File: src/design/mcc_pkg.sv
package mcc_pkg;

  // Table geometry.
  localparam int MAX_ROWS  = 64;
  localparam int MASK_BITS = 32;
  localparam int ROW_BYTES = 9;
  localparam int NB_COUNT  = ROW_BYTES - 1;
  localparam int ROW_W     = $clog2(MAX_ROWS);
  localparam int CNT_W     = $clog2(MAX_ROWS + 1);
  localparam int SLOT_W    = 4;
  localparam int TOT_W     = $clog2(MASK_BITS + 1);

  // Neighbour flag codes.
  localparam logic [1:0] FLAG_MINE = 2'd1;
  localparam logic [1:0] FLAG_SAFE = 2'd2;

  // Command codes.
  localparam logic CMD_LOAD = 1'b0;
  localparam logic CMD_TEST = 1'b1;

  // Configuration register indexes.
  localparam logic [1:0] REG_ROW_COUNT       = 2'd0;
  localparam logic [1:0] REG_REMAINING_MINES = 2'd1;
  localparam logic [1:0] REG_ALL_IN_BORDER   = 2'd2;

  typedef logic [ROW_BYTES-1:0][7:0] row_t;

  // Access request to the constraint table.
  typedef struct packed {
    logic              we;
    logic [ROW_W-1:0]  wrow;
    logic [SLOT_W-1:0] wslot;
    logic [7:0]        wdata;
    logic              re;
    logic [ROW_W-1:0]  raddr;
  } ram_req_t;

  // Population count by the usual bit-parallel reduction.
  function automatic logic [TOT_W-1:0] popcount(input logic [MASK_BITS-1:0] v);
    logic [31:0] x;
    logic [7:0]  s;
    x = 32'(v);
    x = x - ((x >> 1) & 32'h5555_5555);
    x = (x & 32'h3333_3333) + ((x >> 2) & 32'h3333_3333);
    x = (x + (x >> 4)) & 32'h0F0F_0F0F;
    s = x[7:0] + x[15:8] + x[23:16] + x[31:24];
    return TOT_W'(s);
  endfunction

endpackage

File: src/design/mcc_row_eval.sv
module mcc_row_eval (
  input  mcc_pkg::row_t                  row_data,
  input  logic [mcc_pkg::MASK_BITS-1:0]  cand,
  output logic                           row_ok
);

  logic [3:0] hint;
  logic [3:0] n_raw;
  logic [3:0] n_sat;
  logic [3:0] mines;

  // Header: hint in the high nibble, neighbour count in the low one, capped at eight.
  assign hint  = row_data[0][7:4];
  assign n_raw = row_data[0][3:0];
  assign n_sat = (n_raw > 4'(mcc_pkg::NB_COUNT)) ? 4'(mcc_pkg::NB_COUNT) : n_raw;

  // Count known mines and candidate bits over the active neighbours.
  always_comb begin
    logic [7:0] nb;
    logic [5:0] idx;
    mines = '0;
    for (int j = 1; j <= mcc_pkg::NB_COUNT; j++) begin
      nb  = row_data[j];
      idx = nb[7:2];
      if (4'(j) <= n_sat) begin
        if (nb[1:0] == mcc_pkg::FLAG_MINE) begin
          mines = mines + 4'd1;
        end else if (nb[1:0] != mcc_pkg::FLAG_SAFE &&
                     7'(idx) < 7'(mcc_pkg::MASK_BITS)) begin
          mines = mines + 4'(cand[idx[$clog2(mcc_pkg::MASK_BITS)-1:0]]);
        end
      end
    end
  end

  assign row_ok = (mines == hint);

endmodule

File: config.mk
export PLATFORM = sky130hd
export DESIGN_NAME = mcc_row_eval
export DESIGN_NICKNAME = d
export VERILOG_FILES = /design/src/design/mcc_pkg.sv /design/src/design/mcc_row_eval.sv
export SDC_FILE = /design/constraint.sdc
export NUM_CORES = 1
export LEC_CHECK = 0
export BUFFER_PORTS_ARGS = -buffer_cell sky130_fd_sc_hd__clkbuf_2
export CAP_MARGIN = 0
export CORE_ASPECT_RATIO = 0.75
export CORE_UTILIZATION = 51
export DETAILED_ROUTE_END_ITERATION = 12
export MAX_ROUTING_LAYER = met4
export PLACE_DENSITY = 0.89
export SETUP_SLACK_MARGIN = 0.15
export SYNTH_ARGS = -nofsm -noshare
export SYNTH_HDL_FRONTEND = slang
export SYNTH_SLANG_ARGS = --single-unit
File: constraint.sdc
create_clock -name vclk -period 14.1
set_input_delay 2.82 -clock vclk [all_inputs]
set_output_delay 2.82 -clock vclk [all_outputs]
set_load 0.02 [all_outputs]
Word level (Yosys, flattened, before mapping)
Cells that the tools add are included.
Cells by class
  $lt $le $gt $ge: 25
  eq/ne operators: 17
  reduce and logical (&&, ||, !) cells: 8
  add/sub/neg operators: 14
  mux-type cells: 41
Operators with widths (count)
  4-bit two-way mux: 22
  5-bit by 6-bit less-than comparator with 1-bit output, second input constant: 8
  6-bit less-than comparator, second input constant: 8
  1-bit binary-select mux with 5-bit select: 8
  4-bit by 1-bit adder with 4-bit output: 7
  4-bit by 1-bit adder with 4-bit output, second input constant: 7
  2-bit by 1-bit equality test with 1-bit output, second input constant: 8
  3-bit by 4-bit less-or-equal comparator with 1-bit output, first input constant: 4
  2-bit inequality test, second input constant: 8
  1-bit two-way mux: 11
  2-bit by 4-bit less-or-equal comparator with 1-bit output, first input constant: 2
  1-bit logical AND: 8
  4-bit equality test: 1
  4-bit greater-than comparator, second input constant: 1
  1-bit by 4-bit less-or-equal comparator with 1-bit output, first input constant: 1
  4-bit less-or-equal comparator, first input constant: 1
Storage, ports and cells
  bits of input ports: 104
  output and inout port bits: 1
  bits in registers: 0
  logic and storage cells: 105

Longest topological paths before layout
  word-level depth: 34
  depth in mapped cells: 50

Worst setup path before layout
No wires, ideal clock.
  path kind: input to output
  start: in row_data[18] (netlist bit)
  end: out row_ok
  slack: -0.534 ns
  cell stages on the path: 46
  path buffers: 1
  data arrival time: 11.814 ns
  cells stage by stage: clkbuf_1 > mux4_2 > mux4_2 > mux2_2 > ha_1 > nand2_1 > nand2_1 > o221ai_4 > and2_1 > inv_1 > ha_1 > nor4b_1 > o21ai_0 > and3_1 > nor2_1 > ha_1 > nor3_1 > a21oi_4 > [... 10 more ...] > a22oi_1 > nor2_1 > inv_1 > ha_1 > nor4_1 > o21ai_0 > o31a_1 > and2_4 > ha_1 > ha_1 > nor2b_1 > o21ai_0 > o211ai_1 > or3_1 > o211ai_1 > xor2_1 > nor2_1 > and4b_1
Between the ends
  longest elaborated chain between the ends: 31
Ends and longest elaborated chain
  from (decl): RTL line mcc_row_eval.sv:2  | input mcc_pkg::row_t row_data,
  1-bit binary-select mux with 5-bit select: RTL line mcc_row_eval.sv:30  | mines = mines + 4'(cand[idx[$clog2(mcc_pkg::MASK_BITS)-1:0]]);
  1-bit two-way mux (implied by the code): RTL line mcc_row_eval.sv:30
  4-bit by 1-bit adder with 4-bit output: RTL line mcc_row_eval.sv:30
  4-bit two-way mux *: RTL line mcc_row_eval.sv:28  | end else if (nb[1:0] != mcc_pkg::FLAG_SAFE &&
  4-bit two-way mux *: RTL line mcc_row_eval.sv:26  | if (nb[1:0] == mcc_pkg::FLAG_MINE) begin
  4-bit two-way mux *: RTL line mcc_row_eval.sv:25  | if (4'(j) <= n_sat) begin
  4-bit by 1-bit adder with 4-bit output: RTL line mcc_row_eval.sv:30
  4-bit two-way mux: RTL line mcc_row_eval.sv:28
  [... 15 more ...]
  4-bit two-way mux: RTL line mcc_row_eval.sv:28
  4-bit two-way mux: RTL line mcc_row_eval.sv:26
  4-bit two-way mux *: RTL line mcc_row_eval.sv:25
  4-bit by 1-bit adder with 4-bit output: RTL line mcc_row_eval.sv:30
  4-bit two-way mux: RTL line mcc_row_eval.sv:28
  4-bit two-way mux: RTL line mcc_row_eval.sv:26
  4-bit two-way mux *: RTL line mcc_row_eval.sv:25
  4-bit equality test *: RTL line mcc_row_eval.sv:36  | assign row_ok = (mines == hint);
  to (decl): RTL line mcc_row_eval.sv:4  | output logic row_ok
Mark *: on every way between the ends. The rest lies on a longest branch, timed or not. The select of a mux whose other input is x is not followed.

Worst setup path after layout
Same ends and word-level chain as after synthesis.

==> impl_metrics.csv <==
group,metric,value,unit
floorplanning,initial_utilization,0.530,
floorplanning,floorplan.die_area,0.00802,mm²
yosys,yosys-top-cells-area,"sky130_fd_sc_hd__mux4_2, sky130_fd_sc_hd__ha_1, sky130_fd_sc_hd__mux2i_1",
layout,final.clkbuf_count,0,
sta,setup_viol,1,
critical_path,type_of_element_launching_the_critical_path,"primary input",
critical_path,most_frequent_cell_on_the_critical_path,"sky130_fd_sc_hd__buf_4",
sta,report.final.slew_viol_count,0,
critical_path,critPathKind,"primary input to output pin",
layout,seq_area,0,µm²
critical_path,wp_depth,55,
sta,fin_hold_ws,6.14,ns
routing,avgViaCountPerCell,7.26,
global_routing,grt_overflow,0,
layout,ffs_latches,0,
pwr,seq_power_share,0,
global_routing,grt_antenna_before_repair,0,
yosys,post_synth_num_cell_types,66,
yosys,synth.net_count,525,
layout,nNetsFinal,715,
global_routing,globalRouteTotalUtil,0.409,
yosys,synth_area_leader_cell,"sky130_fd_sc_hd__mux4_2",
run,max_cap_violations,0,
critical_path,worst_ep_required_time,11.28,ns
pwr,powerDensity,77.6,mW/mm²
critical_path,cp-startpoint,"row_data[18]",
min_path,min-delay-path-class,"primary input to output pin",
routing,wl,16700,µm
floorplanning,number_of_rows_created_at_floorplan,27,
global_routing,largest_net_degree_at_the_start_of_global_routing,13,
floorplanning,io_pins,105,
layout,diodes,0,
yosys,syn_area,0.00391,mm²
routing,routedWlPerCell,24.1,µm
pwr,switching_share,0.458,
global_routing,first_global_vias,4798,
yosys,synth-warning-count,0,
floorplanning,die-height,77.8,µm
sta,final-hold-violation-count,0,
pwr,pwr-share-clk,0,
floorplanning,fp.dieW,103,µm
yosys,postSynthAreaPerCell,9.69,µm²
sta,grt_setup_unrepaired,"yes",
layout,utilization,0.778,
routing,dr.pass1.iters,5,
pwr,power.static_leakage,2.37,nW
place,dp.final_hpwl,10800,µm
pwr,power_report.internal_total,0.241,mW
routing,detailroute.via_count,5027,
sta,fin_ws,-0.355,ns
sta,maxSlewHeadroom,0.282,
place,place.port_buffers,105,
yosys,share_of_yosys_cell_area_claimed_by_the_top_area_cell_type,0.432,
floorplanning,coreArea,0.00736,mm²
pwr,irDropWorstVdd,37.8,µV
critical_path,max_stage_delay,0.51,ns
sta,timing_worst_slew_pin_value,1.07,ns
layout,post_route_cells_drive_above_1_share,0.640,
sta,max_freq,69.2,MHz
routing,drc,0,
critical_path,cp-endpoint,"row_ok",
sta,finalWorstPathRequiredPeriod,14.46,ns
pwr,p_switching,0.204,mW
critical_path,worst_path_dominant_cell_family,"buffers and inverters",
pwr,combinational_fraction_of_design_power,1.000,
critical_path,timing.critical_path.to_type,"output pin",
yosys,netlist_instances,403,
cts,post_cts_hold_buffer_count,0,
critical_path,critical_path.slowest_cell,"sky130_fd_sc_hd__mux4_2",
global_routing,first_pass_grt_wire_length,24500,µm
critical_path,worst-endpoint-arrival,11.64,ns
run_status,violations,"negative setup slack",
yosys,synth_seq_area_share,0,
critical_path,timing.critical_path.fanout_max,8,
layout,syn2layout_area_growth,46.7,%
min_path,hold_depth,4,
run_status,outcome,"finished, violations left",
critical_path,number_of_buffer_and_inverter_instances_along_the_worst_setup_path,30,
sta,timing.final.crit_share,1.03,
place,globalplace.congestion,0.974,
routing,antenna_left,0,
routing,drt-initial-drc-count,465,
cell type report:
class | instances | area [µm²]
fill | 456 | 1640
inverter | 8 | 32.5
multi-input combinational | 369 | 4180
tap | 101 | 126
timing repair buffer | 214 | 1390
worst min path at each step:
stage / start / to / slack [ns]
global placement: row_data[4] / row_ok / 6.13
CTS: row_data[4] / row_ok / 6.16
detailed placement: row_data[4] / row_ok / 6.15
global route: row_data[4] / row_ok / 6.16
finish: row_data[4] / row_ok / 6.14
floorplan: row_data[4] / row_ok / 5.94
cells by family after synthesis:
logic type               count (synthesis)  share of synthesized area
AND/OR/NAND/NOR                        140                      0.188
multiplexers                           100                      0.500
AO/OA/AOI/OAI                           99                      0.193
buffers and inverters                   34                     0.0346
adder cells (fa/ha/maj)                 18                     0.0577
XOR/XNOR                                12                     0.0269
power by group through the flow:
stage | Clock [mW] | Combinational (mW) | Sequential, mW
after floorplan | 0 | 0.171 | 0
after global placement | 0 | 0.260 | 0
after detailed placement | 0 | 0.273 | 0
after CTS | 0 | 0.359 | 0
after global routing | 0 | 0.464 | 0
final | 0 | 0.445 | 0
repair_timing:
item | 4_1_cts | 5_1_grt
setup buffers | 38 | 8
gates resized for setup | 41 | 46
pin swaps | 44 | 39
endpoints found under the setup margin | 1 | 1
cells in the mapped netlist (2+ instances only):
| cell type | n |
|---|---|
| sky130_fd_sc_hd__o32ai_1 | 2 |
| sky130_fd_sc_hd__nand3_1 | 7 |
| sky130_fd_sc_hd__xnor2_1 | 6 |
| sky130_fd_sc_hd__a211oi_1 | 2 |
| sky130_fd_sc_hd__a22oi_1 | 7 |
| sky130_fd_sc_hd__a21oi_1 | 14 |
| sky130_fd_sc_hd__xor2_1 | 6 |
| sky130_fd_sc_hd__nor2_1 | 33 |
| sky130_fd_sc_hd__or2_2 | 4 |
| sky130_fd_sc_hd__a31oi_1 | 2 |
| sky130_fd_sc_hd__and2_1 | 5 |
| sky130_fd_sc_hd__mux4_2 | 75 |
| sky130_fd_sc_hd__nor4_1 | 3 |
| sky130_fd_sc_hd__a21boi_1 | 2 |
| sky130_fd_sc_hd__a21boi_0 | 4 |
| sky130_fd_sc_hd__a32oi_1 | 3 |
| sky130_fd_sc_hd__nor3b_1 | 2 |
| sky130_fd_sc_hd__clkbuf_1 | 24 |
| sky130_fd_sc_hd__mux2i_1 | 15 |
| sky130_fd_sc_hd__buf_4 | 2 |
| sky130_fd_sc_hd__nand2b_1 | 13 |
| sky130_fd_sc_hd__o211a_1 | 2 |
| sky130_fd_sc_hd__a311oi_2 | 2 |
| sky130_fd_sc_hd__o2111a_1 | 2 |
| sky130_fd_sc_hd__nor3_1 | 6 |
| sky130_fd_sc_hd__o31ai_1 | 2 |
| sky130_fd_sc_hd__o21a_1 | 4 |
| sky130_fd_sc_hd__ha_1 | 18 |
| sky130_fd_sc_hd__or3_1 | 3 |
| sky130_fd_sc_hd__nor2b_1 | 16 |
| sky130_fd_sc_hd__inv_1 | 8 |
| sky130_fd_sc_hd__a22o_1 | 2 |
| sky130_fd_sc_hd__a311oi_1 | 3 |
| sky130_fd_sc_hd__mux2_2 | 10 |
| sky130_fd_sc_hd__o211ai_1 | 6 |
| sky130_fd_sc_hd__nand2_1 | 35 |
| sky130_fd_sc_hd__a31o_2 | 2 |
| sky130_fd_sc_hd__o21ai_0 | 19 |
| sky130_fd_sc_hd__a21o_1 | 5 |
stage by stage:
| stage | setup WS [ns] | TNS (ns) | total power [mW] | area, µm² | cells |
|---|---|---|---|---|---|
| detailed placement | -0.593 | -0.593 | 0.273 | 4970 | 646 |
| floorplan | 0.150 | 0 | 0.171 | 3950 | 403 |
| global placement | -0.326 | -0.326 | 0.260 | 4970 | 646 |
| global route | -0.740 | -0.740 | 0.464 | 5730 | 692 |
| finish | -0.355 | -0.355 | 0.445 | 5730 | 692 |
| CTS | -0.0144 | -0.0144 | 0.359 | 5470 | 684 |
cell usage in the layout, fill, tap and decap left out, drive strengths merged, types with 8 or more instances in the layout:
cell / instances
buf: 111
clkbuf: 103
mux4: 75
nand2: 35
nor2: 33
o21ai: 19
ha: 18
nor2b: 16
mux2i: 15
a21oi: 15
nand2b: 14
mux2: 10
inv: 8
nor3: 8
per-layer routing:
| layer | share of wire | track usage | up-vias | wire, µm |
|---|---|---|---|---|
| li1 | - | - | 2043 | - |
| met1 | 0.34 | 0.487 | 2365 | 5680 |
| met2 | 0.47 | 0.673 | 483 | 7920 |
| met3 | 0.11 | 0.0631 | 136 | 1880 |
| met4 | 0.073 | 0.203 | 0 | 1220 |
| met5 | 0 | - | - | 0 |
(Power assumes the default switching activity.)
